--- src/design/tgd_pkg.sv ---
// Shared types, codes and constants for the multi-axis target guard.
package tgd_pkg;

	// Default number of axes
	localparam int AXES_DEFAULT = 8;

	// Width of the axis index field
	localparam int AXIS_W = 3;

	// Configuration port geometry
	localparam int CFG_IDX_W  = 1;
	localparam int CFG_DATA_W = 32;

	// Configuration register indexes
	localparam logic [CFG_IDX_W-1:0] REG_TORQUE_LIMIT = 1'd0;
	localparam logic [CFG_IDX_W-1:0] REG_MAX_STEP     = 1'd1;

	// Axis operation modes
	localparam logic signed [7:0] MODE_POSITION = 8'sd8;
	localparam logic signed [7:0] MODE_VELOCITY = 8'sd9;
	localparam logic signed [7:0] MODE_TORQUE   = 8'sd10;

	// Target source outcomes
	localparam logic [1:0] SRC_UPDATED = 2'd0;
	localparam logic [1:0] SRC_HOLD    = 2'd1;

	// Round status codes
	localparam logic STATUS_OK      = 1'b0;
	localparam logic STATUS_INVALID = 1'b1;

	// One input item: a proposed target for one axis
	typedef struct packed {
		logic [AXIS_W-1:0]  axis_sel;
		logic signed [7:0]  mode;
		logic signed [31:0] target;
		logic               limits_known;
		logic signed [31:0] limit_min;
		logic signed [31:0] limit_max;
		logic               write_ok;
		logic [1:0]         source_status;
		logic               last_axis;
	} tgd_in_t;

	// One result item: the outcome of a round
	typedef struct packed {
		logic status;
		logic updated;
	} tgd_out_t;

	// Commands from the round control to the target store
	typedef struct packed {
		logic               wr_en;
		logic               commit;
		logic [AXIS_W-1:0]  axis;
		logic signed [31:0] target;
	} tgd_store_cmd_t;

endpackage

--- src/design/multi_axis_target_guard.sv ---
// Top level of the multi-axis target guard: item register, round control, result register.
module multi_axis_target_guard #(
	parameter int AXES = tgd_pkg::AXES_DEFAULT
) (
	input  logic                              clk,
	input  logic                              arst_n,
	input  logic                              tgt_valid,
	output logic                              tgt_stall,
	input  tgd_pkg::tgd_in_t                  tgt,
	output logic                              res_valid,
	input  logic                              res_stall,
	output tgd_pkg::tgd_out_t                 res,
	input  logic                              cfg_valid,
	output logic                              cfg_ready,
	input  logic [tgd_pkg::CFG_IDX_W-1:0]     cfg_index,
	input  logic [tgd_pkg::CFG_DATA_W-1:0]    cfg_data
);
	// One axis target item is taken per cycle unless the input stalls. Each item is registered, checked
	// against its soft limits, the torque bound and the step bound from the last
	// committed target in the following cycle, and folded into the round flags;
	// the item that ends a round loads the result register as it leaves the item
	// register, and the result register then presents the round's status.
	// Items that do not end a round never wait on the result side; a
	// round end waits only while a previous result is still held by a stall.
	// Axis indexes at or above AXES are neither stored nor checked but still
	// count toward the round's mode and write outcome. Configuration may be
	// written at any time the block is idle and is always ready.
	import tgd_pkg::*;

	tgd_in_t        tgt_s1;
	logic           vld_s1;
	tgd_out_t       res_q;
	logic           res_vld_q;
	logic           mode_bad_q;
	logic           check_fail_q;
	logic           write_fail_q;
	logic [15:0]    torque_limit_q;
	logic [31:0]    max_step_q;

	logic           out_free;
	logic           go_s1;
	logic           in_range;
	logic           item_ok;
	logic           mode_bad_n;
	logic           check_fail_n;
	logic           write_fail_n;
	logic           commit;
	logic           status_n;
	logic signed [31:0] committed_rd;
	logic           has_committed;
	tgd_store_cmd_t store_cmd;

	// Handshake: a round end needs a free result register
	assign out_free  = !res_vld_q || !res_stall;
	assign go_s1     = vld_s1 && (!tgt_s1.last_axis || out_free);
	assign tgt_stall = vld_s1 && !go_s1;
	assign cfg_ready = 1'b1;

	// Item register
	always_ff @(posedge clk or negedge arst_n) begin
		if (!arst_n) begin
			vld_s1 <= 1'b0;
		end else if (!tgt_stall) begin
			vld_s1 <= tgt_valid;
		end
	end

	always_ff @(posedge clk) begin
		if (tgt_valid && !tgt_stall) begin
			tgt_s1 <= tgt;
		end
	end

	// Configuration registers
	always_ff @(posedge clk or negedge arst_n) begin
		if (!arst_n) begin
			torque_limit_q <= '0;
			max_step_q     <= '0;
		end else if (cfg_valid && cfg_ready) begin
			unique case (cfg_index)
				REG_TORQUE_LIMIT: torque_limit_q <= cfg_data[15:0];
				REG_MAX_STEP:     max_step_q     <= cfg_data[31:0];
				default:          ;
			endcase
		end
	end

	// Per-item checks
	tgd_check u_check (
		.item             (tgt_s1),
		.torque_limit     (torque_limit_q),
		.max_step         (max_step_q),
		.has_committed    (has_committed),
		.committed_target (committed_rd),
		.ok               (item_ok)
	);

	assign in_range = int'(tgt_s1.axis_sel) < AXES;

	// Round flags including the current item
	assign mode_bad_n   = mode_bad_q || !(tgt_s1.mode == MODE_POSITION ||
	                                      tgt_s1.mode == MODE_VELOCITY ||
	                                      tgt_s1.mode == MODE_TORQUE);
	assign check_fail_n = check_fail_q || (in_range && !item_ok);
	assign write_fail_n = write_fail_q || !tgt_s1.write_ok;

	// Round outcome in priority order
	always_comb begin
		commit   = 1'b0;
		status_n = STATUS_OK;
		if (mode_bad_n) begin
			status_n = STATUS_INVALID;
		end else if (tgt_s1.source_status == SRC_HOLD) begin
			status_n = STATUS_OK;
		end else if (tgt_s1.source_status != SRC_UPDATED) begin
			status_n = STATUS_INVALID;
		end else if (check_fail_n || write_fail_n) begin
			status_n = STATUS_INVALID;
		end else begin
			commit = 1'b1;
		end
	end

	// Round flag registers, cleared at every round end
	always_ff @(posedge clk or negedge arst_n) begin
		if (!arst_n) begin
			mode_bad_q   <= 1'b0;
			check_fail_q <= 1'b0;
			write_fail_q <= 1'b0;
		end else if (go_s1) begin
			if (tgt_s1.last_axis) begin
				mode_bad_q   <= 1'b0;
				check_fail_q <= 1'b0;
				write_fail_q <= 1'b0;
			end else begin
				mode_bad_q   <= mode_bad_n;
				check_fail_q <= check_fail_n;
				write_fail_q <= write_fail_n;
			end
		end
	end

	// Target store
	assign store_cmd.wr_en  = go_s1 && in_range;
	assign store_cmd.commit = go_s1 && tgt_s1.last_axis && commit;
	assign store_cmd.axis   = tgt_s1.axis_sel;
	assign store_cmd.target = tgt_s1.target;

	tgd_store #(
		.AXES (AXES)
	) u_store (
		.clk           (clk),
		.arst_n        (arst_n),
		.cmd           (store_cmd),
		.rd_axis       (tgt_s1.axis_sel),
		.rd_committed  (committed_rd),
		.has_committed (has_committed)
	);

	// Result register
	always_ff @(posedge clk or negedge arst_n) begin
		if (!arst_n) begin
			res_vld_q <= 1'b0;
		end else if (go_s1 && tgt_s1.last_axis) begin
			res_vld_q <= 1'b1;
		end else if (!res_stall) begin
			res_vld_q <= 1'b0;
		end
	end

	always_ff @(posedge clk) begin
		if (go_s1 && tgt_s1.last_axis) begin
			res_q.status  <= status_n;
			res_q.updated <= commit;
		end
	end

	assign res_valid = res_vld_q;
	assign res       = res_q;

`ifndef ASSERT_OFF
	// A round end always produces a result item
	a_round_end_result: assert property (@(posedge clk) disable iff (!arst_n)
		(go_s1 && tgt_s1.last_axis) |=> res_vld_q)
		else $error("round end did not produce a result");

	// Round flags are clear after a round end
	a_flags_cleared: assert property (@(posedge clk) disable iff (!arst_n)
		(go_s1 && tgt_s1.last_axis) |=> (!mode_bad_q && !check_fail_q && !write_fail_q))
		else $error("round flags not cleared at round end");

	// A commit sets the committed flag
	a_commit_flag: assert property (@(posedge clk) disable iff (!arst_n)
		store_cmd.commit |=> has_committed)
		else $error("commit did not set the committed flag");

	// An updated round always reports ok
	a_updated_ok: assert property (@(posedge clk) disable iff (!arst_n)
		(res_valid && res.updated) |-> (res.status == STATUS_OK))
		else $error("updated round reported invalid");
`endif

endmodule

--- src/design/tgd_check.sv ---
// Per-item target checks: soft limits, torque bound and step bound.
module tgd_check (
	input  tgd_pkg::tgd_in_t   item,
	input  logic [15:0]        torque_limit,
	input  logic [31:0]        max_step,
	input  logic               has_committed,
	input  logic signed [31:0] committed_target,
	output logic               ok
);
	import tgd_pkg::*;

	logic signed [32:0] tgt_w;
	logic signed [32:0] lim_w;
	logic signed [32:0] diff_w;
	logic [32:0]        diff_abs;
	logic               pos_fail;
	logic               torque_fail;
	logic               step_fail;

	// Position mode: limits must be known, equal limits mean unlimited
	always_comb begin
		pos_fail = 1'b0;
		if (item.mode == MODE_POSITION) begin
			if (!item.limits_known) begin
				pos_fail = 1'b1;
			end else if (item.limit_min != item.limit_max &&
			             (item.target < item.limit_min || item.target > item.limit_max)) begin
				pos_fail = 1'b1;
			end
		end
	end

	// Torque mode: magnitude bound, zero disables
	assign tgt_w = 33'(item.target);
	assign lim_w = signed'({17'b0, torque_limit});
	assign torque_fail = (item.mode == MODE_TORQUE) && (torque_limit != 16'd0) &&
	                     (tgt_w > lim_w || tgt_w < -lim_w);

	// Step from the last committed target outside torque mode, once anything was committed
	assign diff_w   = tgt_w - 33'(committed_target);
	assign diff_abs = diff_w[32] ? unsigned'(-diff_w) : unsigned'(diff_w);
	assign step_fail = (item.mode != MODE_TORQUE) && (max_step != 32'd0) && has_committed &&
	                   (diff_abs > {1'b0, max_step});

	assign ok = !(pos_fail || torque_fail || step_fail);

endmodule

--- src/design/tgd_store.sv ---
// Pending and committed target registers with the committed flag.
module tgd_store #(
	parameter int AXES = tgd_pkg::AXES_DEFAULT
) (
	input  logic                  clk,
	input  logic                  arst_n,
	input  tgd_pkg::tgd_store_cmd_t cmd,
	input  logic [tgd_pkg::AXIS_W-1:0] rd_axis,
	output logic signed [31:0]    rd_committed,
	output logic                  has_committed
);
	import tgd_pkg::*;

	// Only axes that the index field can reach need storage
	localparam int NSTORE = (AXES < (1 << AXIS_W)) ? AXES : (1 << AXIS_W);
	localparam int IW     = (NSTORE > 1) ? $clog2(NSTORE) : 1;

	logic signed [31:0] pending_q   [NSTORE];
	logic signed [31:0] committed_q [NSTORE];
	logic               has_committed_q;
	logic [IW-1:0]      wr_idx;
	logic [IW-1:0]      rd_idx;

	assign wr_idx = cmd.axis[IW-1:0];
	assign rd_idx = rd_axis[IW-1:0];

	// Pending write and full-round commit; an item written on the commit
	// cycle goes straight into the committed copy
	for (genvar i = 0; i < NSTORE; i++) begin : g_entry
		always_ff @(posedge clk) begin
			if (cmd.wr_en && wr_idx == IW'(i)) begin
				pending_q[i] <= cmd.target;
			end
			if (cmd.commit) begin
				if (cmd.wr_en && wr_idx == IW'(i)) begin
					committed_q[i] <= cmd.target;
				end else begin
					committed_q[i] <= pending_q[i];
				end
			end
		end
	end

	// Committed flag
	always_ff @(posedge clk or negedge arst_n) begin
		if (!arst_n) begin
			has_committed_q <= 1'b0;
		end else if (cmd.commit) begin
			has_committed_q <= 1'b1;
		end
	end

	assign rd_committed  = committed_q[rd_idx];
	assign has_committed = has_committed_q;

endmodule

--- config.mk ---
export PLATFORM = sky130hd
export DESIGN_NAME = multi_axis_target_guard
export DESIGN_NICKNAME = d
export VERILOG_FILES = /design/src/design/tgd_pkg.sv /design/src/design/multi_axis_target_guard.sv /design/src/design/tgd_check.sv /design/src/design/tgd_store.sv
export SDC_FILE = /design/constraint.sdc
export NUM_CORES = 1
export LEC_CHECK = 0
export BUFFER_PORTS_ARGS = -buffer_cell sky130_fd_sc_hd__buf_2
export CELL_PAD_IN_SITES_DETAIL_PLACEMENT = 2
export CELL_PAD_IN_SITES_GLOBAL_PLACEMENT = 2
export CORE_UTILIZATION = 40
export CTS_BUF_LIST = sky130_fd_sc_hd__clkbuf_4 sky130_fd_sc_hd__clkbuf_8 sky130_fd_sc_hd__clkbuf_16
export DETAILED_ROUTE_END_ITERATION = 10
export PLACE_DENSITY = 0.71
export SLEW_MARGIN = 20
export SYNTH_ARGS = -nofsm -noshare
export SYNTH_HDL_FRONTEND = slang
export SYNTH_SLANG_ARGS = --single-unit
--- constraint.sdc ---
create_clock -name clk -period 39.4 [get_ports clk]
set_input_delay 5.91 -clock clk [delete_from_list [all_inputs] [get_ports clk]]
set_output_delay 5.91 -clock clk [all_outputs]
set_load 0.02 [all_outputs]
## After elaboration in Yosys (flattened, before gate mapping)

Memory sizes are Yosys's and may differ from the RTL's. A register that Yosys moved wholly into a read port is not among the register bits.
Index checks and enable logic that the tools add are counted.

| storage, ports and cells | value |
|---|---|
| register bits after elaboration | 168 |
| latch bits | 0 |
| RAM bits | 512 |
| bits in read-only memories | 0 |
| output and inout port bits | 5 |
| memories | 2 |

Memories:

| name | words | width | rd ports | clocked after memory_dff | write ports | RTL line | source |
|---|---|---|---|---|---|---|---|
| u_store.committed_q | 8 | 32 | 1 | 1 | 8 | tgd_store.sv:19 | `logic signed [31:0] committed_q [NSTORE];` |
| u_store.pending_q | 8 | 32 | 8 | 0 | 1 | tgd_store.sv:18 | `logic signed [31:0] pending_q [NSTORE];` |

| operators by class | value |
|---|---|
| add/sub/neg operators | 3 |
| multipliers | 0 |
| div/mod/pow operators | 0 |
| $lt $le $gt $ge | 5 |
| equality and inequality tests | 14 |
| shifts and indexed selects | 0 |
| multiplexer cells | 102 |
| bitwise gates (word level) | 9 |
| reductions and logical operators | 51 |

Operators with widths:

| cell | number |
|---|---|
| two-way mux 32 bit | 15 |
| OR reduction 32 bit | 7 |
| two-way mux 1 bit | 78 |
| > comparator 33 x 32 -> 1 bit | 1 |
| < comparator 32 x 33 -> 1 bit | 1 |
| two-way mux 33 bit | 1 |
| negator 16 -> 33 bit | 1 |
| negator 33 bit | 1 |
| subtractor 32 x 32 -> 33 bit | 1 |
| > comparator 32 x 17 -> 1 bit | 1 |
| > comparator 32 bit | 1 |
| < comparator 32 bit | 1 |
| != test 32 bit | 1 |
| nonzero test 32 bit | 1 |
| equality test 8 x 5 -> 1 bit, second input constant | 3 |
| two-way mux 3 bit | 8 |
| logical AND 1 bit | 19 |
| nonzero test 16 bit | 1 |
| equality test 3 bit, second input constant | 4 |
| logical OR 1 bit | 12 |
| != test 8 x 5 -> 1 bit, second input constant | 1 |
| bitwise OR 1 bit | 8 |
| zero test 1 bit | 7 |
| equality test 3 x 2 -> 1 bit, second input constant | 2 |
| 7 further kinds | 8 |

## Depth between registers and ports, before layout

Gate-level depths: netlist of run 1.

| logic depth | value |
|---|---|
| word-level depth | 18 |
| gate-level depth with buffers | 31 |

## By module

From an unflattened synthesis of run 1, not the netlist that was laid out.

| unflattened totals | value |
|---|---|
| cell total of the unflattened synthesis | 2,205 |
| area total of the unflattened synthesis | 32,985.4 µm² |

Modules (own cells, without submodules):

| module | times used | cells each | area an instance (µm²) |
|---|---|---|---|
| tgd_store | 1 | 940 | 20,452.1 |
| tgd_check | 1 | 1,009 | 7,010.5 |
| multi_axis_target_guard | 1 | 256 | 5,522.8 |

## Worst setup path after synthesis of run 1

Ideal clock, no wire load.

| timing | value |
|---|---|
| kind | input to register |
| start | in res_stall |
| end | mem u_store.committed_q[0][0], enable pin |
| setup time | 878 ps |
| arrival time | 17,288 ps |
| path slack | 21,234 ps |
| stages on the path | 6 |
| path buffers | 0 |
| cells stage by stage | nand3_1 and2_1 nand2_1 nor2_1 nand4_1 nor2_1 |

RTL lines:

| item | RTL line | source |
|---|---|---|
| from (decl) | multi_axis_target_guard.sv:11 | `input logic res_stall,` |
| to (decl) | tgd_store.sv:19 |  |

## Final worst setup path of run 1

| timing | value |
|---|---|
| start | in res_stall |
| end | out tgt_stall |

| on the way | value |
|---|---|
| cells in the longest elaborated chain, start to end | 6 |

RTL lines:

| item | RTL line | source |
|---|---|---|
| zero test 1 bit | -- |  |
| logical OR 1 bit | multi_axis_target_guard.sv:54 | `assign out_free = !res_vld_q \|\| !res_stall;` |
| logical OR 1 bit | multi_axis_target_guard.sv:55 | `assign go_s1 = vld_s1 && (!tgt_s1.last_axis \|\| out_free);` |
| logical AND 1 bit | multi_axis_target_guard.sv:55 |  |
| zero test 1 bit | multi_axis_target_guard.sv:56 | `assign tgt_stall = vld_s1 && !go_s1;` |
| logical AND 1 bit | multi_axis_target_guard.sv:56 |  |
| to (decl) | multi_axis_target_guard.sv:8 | `output logic tgt_stall,` |

Every way passes these cells.

==> metrics.md, run 1 <==
| Metric | Value |
|---|---|
| Most frequent cells in the layout | edfxtp_1 (626), mux2_4 (210), ha_1 (178) |
| Grt ovf | 0 |
| RePlAce Congestion | 0.888 |
| Clk_skew | 35.5 ps |
| Cts hold-fix bufs | 0 |
| Ys flop type | edfxtp_1 |
| Post-Place Cell Area | 36700 um^2 |
| Post-cts resize count | 0 |
| Most common library cell in the layout ignoring fill and taps | edfxtp_1 |
| Worst EP required | 33490 ps |
| Critical path fanouts, max | 3 |
| CP Launch Type | input port |
| Worst-path clk slew | 60 ps |
| Worst-path cell chain | buf_2 > nand4_1 > inv_1 > buf_2 |
| Finish-stage setup viols | 0 |
| Post-route setup TNS | 0 ps |
| Share of cells above drive strength 1 | 29.1% |
| Site row count | 107 |
| DRT iter0 DRCs | 1370 |
| Core area | 85300 um^2 |
| Synth warn | 0 |
| Crit path buffers/inverters | 3 |
| Post-Syn Nets | 2605 |
| Starting Density | 40.4% |
| CP top delay family | buffers and inverters |
| Setup Fix Bufs, Post-CTS | 0 |
| Port-buffer cells | 153 |
| Sequential share of the synthesized area | 58.6% |
| CTS max path bufs | 3 |
| CTS tree | done |
| Flops & latches, synth | 683 |
| Worst hold path type | flip-flop to flip-flop |
| Final Slew Violations | 0 |
| Period utilization | 31.2% |
| Internal power | 1.39 mW |
| Worst Path Arrival | 6400 ps |
| Gr usage total | 25.1% |
| Synthesized area | 34500 um^2 |
| Synthesized area per cell | 15.2 um^2 |
| Top cell by count, worst path | buf_2 |
| Worst-margin pin slew | 1050 ps |
| Worst Setup Slack post-DPL | 27080 ps |
| Drt pass-1 iters | 5 |
| Antenna violations before repair | 3 |
| DIE HEIGHT | 296 um |
| Synth Instances | 2276 |
| Vias in the first global route | 23566 |
| Max cap viols | 0 |
| Final-report hold violation count | 0 |
| CP Capture Type | output pin |
| Die ar. | 87400 um^2 |
| RSZ-0062 raised after global routing | no |
| Max Clk Rate | 81.3 MHz |
| Final ANT Viol Nets | 0 |
| Clk_lat worst skew | 650 ps |
| Slowest cell delay on critical path | 160 ps |
| Post-layout min period | 12310 ps |
| Asr flop ratio synth | 7.91% |
| Dpl hpwl | 70800 um |
| Crit Path Class | input port to output pin |
| VDD IR max | 34.9 uV |
| First-pass GRT wire length | 159000 um |
| Rel. slew slack | 28.9% |
| Pleak | 14.8 nW |
| Sw power | 0.530 mW |
| Post-DR vias/cell | 5.69 |
| Via count | 21010 |
| Routed length per instance | 29.4 um |
| Clock Power Share | 39.4% |
| Layout Nets | 2815 |
| Reg power frac | 43.4% |
| ANT cells | 0 |
| CP max-delay cell | buf_2 |
| Total clock sinks | 683 |
| Post-synth EDFFs | 626 |
| DIE WIDTH | 296 um |
| Fin area | 39300 um^2 |
| Root Driver | clkbuf_16 |
| Netlist cell types | 84 |
| Area Overhead vs Synth | 14.1% |
| Comb pwr share | 17.2% |
| H-tree Lvls | 3 |
| Top-Level Pins | 155 |
| Total wire length | 108000 um |
| Switching share of power | 27.6% |
| Drc violations | 0 |
| CTS Buf Count | 78 |
| Final setup margin | 27090 ps |
| Pin count of the biggest net entering global routing | 153 |
| PD cells | 48.8 nW/um^2 |
| Status | finished, final reports clean |
## cell type report
cell class	count	area, um^2
Clock buffer	95	2100
Clock inverter	48	568
Fill cell	8191	45900
Inverter	127	479
Multi-Input combinational cell	1385	13300
Sequential cell	683	20200
Tap cell	1144	1430
Timing Repair Buffer	211	1240
## cells in the mapped netlist, types with 5 or more instances
cell type / instances / area [um^2]
xor2_1: 49 / 429
buf_6: 7 / 78.8
o21a_1: 10 / 75.1
nor3_1: 38 / 190
or3_1: 12 / 75.1
o211ai_1: 17 / 128
inv_1: 127 / 477
or2_2: 5 / 31.3
xnor2_1: 36 / 315
mux2_4: 210 / 3150
o2111ai_1: 7 / 61.3
and3_1: 10 / 62.6
edfxtp_1: 626 / 18800
buf_4: 8 / 60.1
ha_1: 178 / 2230
clkbuf_1: 35 / 131
dfrtp_1: 54 / 1350
nor2_1: 76 / 285
a211oi_1: 16 / 120
a211o_1: 5 / 43.8
nor2b_1: 12 / 75.1
nor3b_1: 6 / 45.0
buf_1: 9 / 33.8
o21ai_0: 74 / 370
nor4bb_1: 8 / 80.1
mux2i_1: 34 / 340
a31oi_1: 8 / 50.1
nand2b_1: 17 / 106
mux2_2: 82 / 923
nand3_1: 22 / 110
a2111oi_0: 5 / 43.8
a21o_1: 37 / 278
o31ai_1: 7 / 52.6
nand4_1: 41 / 257
nand2_1: 95 / 357
and2_1: 11 / 68.8
a21oi_1: 84 / 420
buf_12: 18 / 360
nor4_1: 36 / 225
mux4_2: 64 / 1440
## logic make-up after synthesis
| family | after synthesis | share of synthesized area (%) |
|---|---|---|
| buffers and inverters | 208 | 3.37 |
| flip-flops | 683 | 58.6 |
| XOR/XNOR | 85 | 2.16 |
| AO/OA/AOI/OAI | 318 | 5.98 |
| adder cells (fa/ha/maj) | 179 | 6.52 |
| other | 1 | 0.0109 |
| multiplexers | 390 | 17.0 |
| AND/OR/NAND/NOR | 412 | 6.38 |
## worst min-delay path, cell delays in order, from the launching register on
cell and delay (ps):
dfrtp_1 340, nor2_1 50, nor2_1 80
## routing by layer
| layer | vias to the layer above | routed length (um) | global-route usage [%] |
|---|---|---|---|
| li1 | 9245 | - | - |
| met5 | - | 0 | 0 |
| met1 | 11079 | 43500 | 30.3 |
| met4 | 0 | 3290 | 8.52 |
| met3 | 155 | 4480 | 3.05 |
| met2 | 531 | 57200 | 45.9 |
## registers in the layout (all words and copies together) (netlist names), named ones only
signal / flops
write_fail_q: 1
u_store.committed_q: 256
res_valid: 1
max_step_q: 32
store_cmd: 35
u_store.pending_q: 256
torque_limit_q: 16
check_fail_q: 1
u_store.has_committed: 1
mode_bad_q: 1
res: 2
vld_s1: 1
tgt_s1: 77
## final timing paths
check,from,to,slack (ps),depth (start not counted)
hold reg to reg,write_fail_q$_DFFE_PN0P_,write_fail_q$_DFFE_PN0P_,510,2
max in group asynchronous,arst_n,max_step_q[26]$_DFFE_PN0P_,33480,2
min in group asynchronous,arst_n,torque_limit_q[6]$_DFFE_PN0P_,5430,2
setup / recovery,res_stall,tgt_stall,27090,4
hold / removal,write_fail_q$_DFFE_PN0P_,write_fail_q$_DFFE_PN0P_,510,2
setup reg to reg,flip-flop,u_store.committed_q[4][0]$_DFFE_PP_,28630,28
## metrics by stage
stage               cells  hold WS (ps)  total power [mW]  utilization, %
floorplan            2276           443              1.06               -
global placement     3549           470              1.15            43.0
detailed placement   3550           494              1.18            43.0
CTS                  3693           521              1.94            46.1
global route         3693           546              1.99            46.1
finish               3693           509              1.92            46.1
## power by group through the flow
stage | Clock [mW] | Combinational, mW | Sequential, mW
after floorplan | 0 | 0.211 | 0.846
after global placement | 0 | 0.307 | 0.845
after detailed placement | 0 | 0.328 | 0.847
after CTS | 0.771 | 0.332 | 0.832
after global routing | 0.791 | 0.362 | 0.834
final | 0.756 | 0.331 | 0.832
Note: power is estimated with default switching activity, not from simulation.
==> inputs of run 2 (changes only) <==
--- a/config.mk
+++ b/config.mk
@@ -11,7 +11,7 @@
 export CORE_UTILIZATION = 40
 export CTS_BUF_LIST = sky130_fd_sc_hd__clkbuf_4 sky130_fd_sc_hd__clkbuf_8 sky130_fd_sc_hd__clkbuf_16
 export DETAILED_ROUTE_END_ITERATION = 10
-export PLACE_DENSITY = 0.71
+export PLACE_DENSITY = 0.74
 export SLEW_MARGIN = 20
 export SYNTH_ARGS = -nofsm -noshare
 export SYNTH_HDL_FRONTEND = slang
==> constraint.sdc (replaced) <==
create_clock -name clk -period 10.64 [get_ports clk]
set_input_delay 1.596 -clock clk [delete_from_list [all_inputs] [get_ports clk]]
set_output_delay 1.596 -clock clk [all_outputs]
set_load 0.02 [all_outputs]
==> run 2 against run 1 <==
Utilization is 0.10 points higher. Final area is 0.23% higher. Sequential power grew to 3.7 times the previous value. Largest cell class unchanged.
==> metrics.md, run 2 (same netlist as run 1, synthesis figures left out) <==
| Metric | Value |
|---|---|
| CTS max path bufs | 3 (unchanged) |
| RSZ-0062 raised after global routing | no |
| H-tree Lvls | 3 (unchanged) |
| Port-buffer cells | 153 (unchanged) |
| CP Capture Type | flip-flop |
| Worst Path Arrival | 9920 ps (+3520 ps) |
| DIE WIDTH | 296 um (unchanged) |
| Total wire length | 113000 um (+4.4%) |
| Post-layout min period | 9530 ps |
| Most frequent cells in the layout | edfxtp_1 (626), mux2_4 (210), ha_1 (178) |
| Antenna violations before repair | 2 (-1) |
| Share of cells above drive strength 1 | 29.5% (+0.38 points) |
| Clk_lat worst skew | 650 ps (about the same) |
| First-pass GRT wire length | 164000 um (+3.4%) |
| Vias in the first global route | 23548 (-0.076%) |
| Worst R2R Path Depth | 26 (-7.1%) |
| Die ar. | 87400 um^2 (unchanged) |
| Switching share of power | 28.1% (+0.43 points) |
| Max cap viols | 0 (unchanged) |
| Status | finished, final reports clean |
| CTS tree | done |
| Clock Power Share | 38.8% (-0.6 points) |
| Cts hold-fix bufs | 0 (unchanged) |
| Worst hold path type | flip-flop to flip-flop |
| Fin area | 39400 um^2 (+0.23%) |
| Clk_skew | 29.8 ps (-5.72 ps) |
| RR Endpoint | u_store.committed_q[3][31]$_DFFE_PP_ |
| RePlAce Congestion | 0.896 (+0.88%) |
| Total clock sinks | 683 (unchanged) |
| Max Clk Rate | 105 MHz |
| CP Launch Type | flip-flop |
| Period utilization | 89.5% |
| Area Overhead vs Synth | 14.3% |
| Core area | 85300 um^2 (unchanged) |
| CTS Buf Count | 79 (+1.3%) |
| Pleak | 14.8 nW (+0.41%) |
| Via count | 21264 (+1.2%) |
| Grt ovf | 0 (unchanged) |
| Most common library cell in the layout ignoring fill and taps | edfxtp_1 |
| Critical path fanouts, max | 32 (+29) |
| PD cells | 179 nW/um^2 (+270%) |
| Crit Path Class | flip-flop to flip-flop |
| Layout Nets | 2826 (+0.39%) |
| Internal power | 5.09 mW (+270%) |
| Post-route setup TNS | 0 ps (unchanged) |
| Reg power frac | 43.8% (+0.4 points) |
| Post-cts resize count | 0 (unchanged) |
| DIE HEIGHT | 296 um (unchanged) |
| Site row count | 107 (unchanged) |
| Dpl hpwl | 76400 um (+7.9%) |
| Comb pwr share | 17.4% (+0.2 points) |
| Gr usage total | 26.2% (+1.1 points) |
| Final Slew Violations | 0 (unchanged) |
| Setup Fix Bufs, Post-CTS | 0 (unchanged) |
| Final ANT Viol Nets | 0 (unchanged) |
| Worst-margin pin slew | 1090 ps (+34.6 ps) |
| ANT cells | 0 (unchanged) |
| Sw power | 1.98 mW (+270%) |
| Routed length per instance | 30.6 um (+4.1%) |
| Worst EP required | 11040 ps (-22450 ps) |
| Drc violations | 0 (unchanged) |
| Hold Path Origin | mode_bad_q$_DFFE_PN0P_ |
| DRT iter0 DRCs | 1500 (+9.5%) |
| Top flop regs | u_store.committed_q x256, u_store.pending_q x256, tgt_s1 x77 |
| Post-Place Cell Area | 36800 um^2 (+0.43%) |
| Rel. slew slack | 27.3% (-1.6 points) |
| VDD IR max | 133 uV (+280%) |
| Starting Density | 40.4% (unchanged) |
| Hold Slack | 499 ps (-9.73 ps) |
| Root Driver | clkbuf_16 |
| Finish-stage setup viols | 0 (unchanged) |
| Top-Level Pins | 155 (unchanged) |
| Final-report hold violation count | 0 (unchanged) |
| Critical Path End | u_store.committed_q[3][31]$_DFFE_PP_ |
| Pin count of the biggest net entering global routing | 68 (-56%) |
| Drt pass-1 iters | 5 (unchanged) |
| Worst-path clk slew | 60 ps (about the same) |
| R2r setup slk | 1110 ps (-27520 ps) |
| Post-DR vias/cell | 5.74 (+0.91%) |
run 2: through the flow:
| step | setup slack, ps | instances | power, mW | util (%) |
|---|---|---|---|---|
| 2_1_floorplan | 205 | 2276 | 3.92 | - |
| 3_3_place_gp | 1620 | 3559 | 4.29 | 43.2 |
| 3_5_place_dp | 1190 | 3559 | 4.37 | 43.2 |
| 4_1_cts | 1070 | 3703 | 7.12 | 46.2 |
| 5_1_grt | 409 | 3704 | 7.31 | 46.2 |
| 6_report | 1110 | 3704 | 7.07 | 46.2 |
run 2: worst max-delay path, stage by stage, from the launching register on:
cell	delay, ps
dfxtp_4	800
mux4_2	600
mux2_2	320
ha_1	230
fa_1	420
nand2b_1	210
a21oi_1	360
o21ai_0	190
xnor2_1	220
or4b_4	610
or2_2	350
nor3_1	460
nand4_1	230
o21ai_0	270
xor2_1	280
ha_1	310
a21oi_1	150
o21ai_0	130
a211oi_1	280
nand2_1	90
o211ai_1	310
o311ai_0	230
nor3b_1	320
and3_1	430
nor4bb_4	270
buf_4	690
mux2_2	430
run 2: worst min-delay path by stage:
stage / to / slack [ps] / depth (start not counted)
6_report: mode_bad_q$_DFFE_PN0P_ / 500 / 2
5_1_grt: mode_bad_q$_DFFE_PN0P_ / 530 / 2
4_1_cts: mode_bad_q$_DFFE_PN0P_ / 510 / 2
3_5_place_dp: mode_bad_q$_DFFE_PN0P_ / 490 / 2
3_3_place_gp: mode_bad_q$_DFFE_PN0P_ / 480 / 2
2_1_floorplan: u_store.has_committed$_DFFE_PN0N_ / 440 / 1
run 2: power groups by stage:
stage	logic (mW)	clock network, mW	registers (mW)
floorplan	0.783	0	3.13
global placement	1.14	0	3.15
detailed placement	1.22	0	3.15
CTS	1.23	2.79	3.10
global route	1.34	2.86	3.11
finish	1.23	2.74	3.10
run 2: layout make-up:
| type | instances | area, um^2 |
|---|---|---|
| fill | 8098 | 45900 |
| sequential | 683 | 20200 |
| multi-input combinational | 1385 | 13300 |
| clock buffer | 100 | 2180 |
| tap | 1144 | 1430 |
| timing repair buffer | 221 | 1420 |
| inverter | 127 | 479 |
| clock inverter | 44 | 410 |
run 2: metal layers:
layer  up-vias  global-route usage, %  wire length, um
met3       182                   3.84             5280
met4         0                   9.63             4260
li1       9269                      -                -
met2       619                   46.0            57000
met1     11194                   32.6            46700
met5         -                      0                0
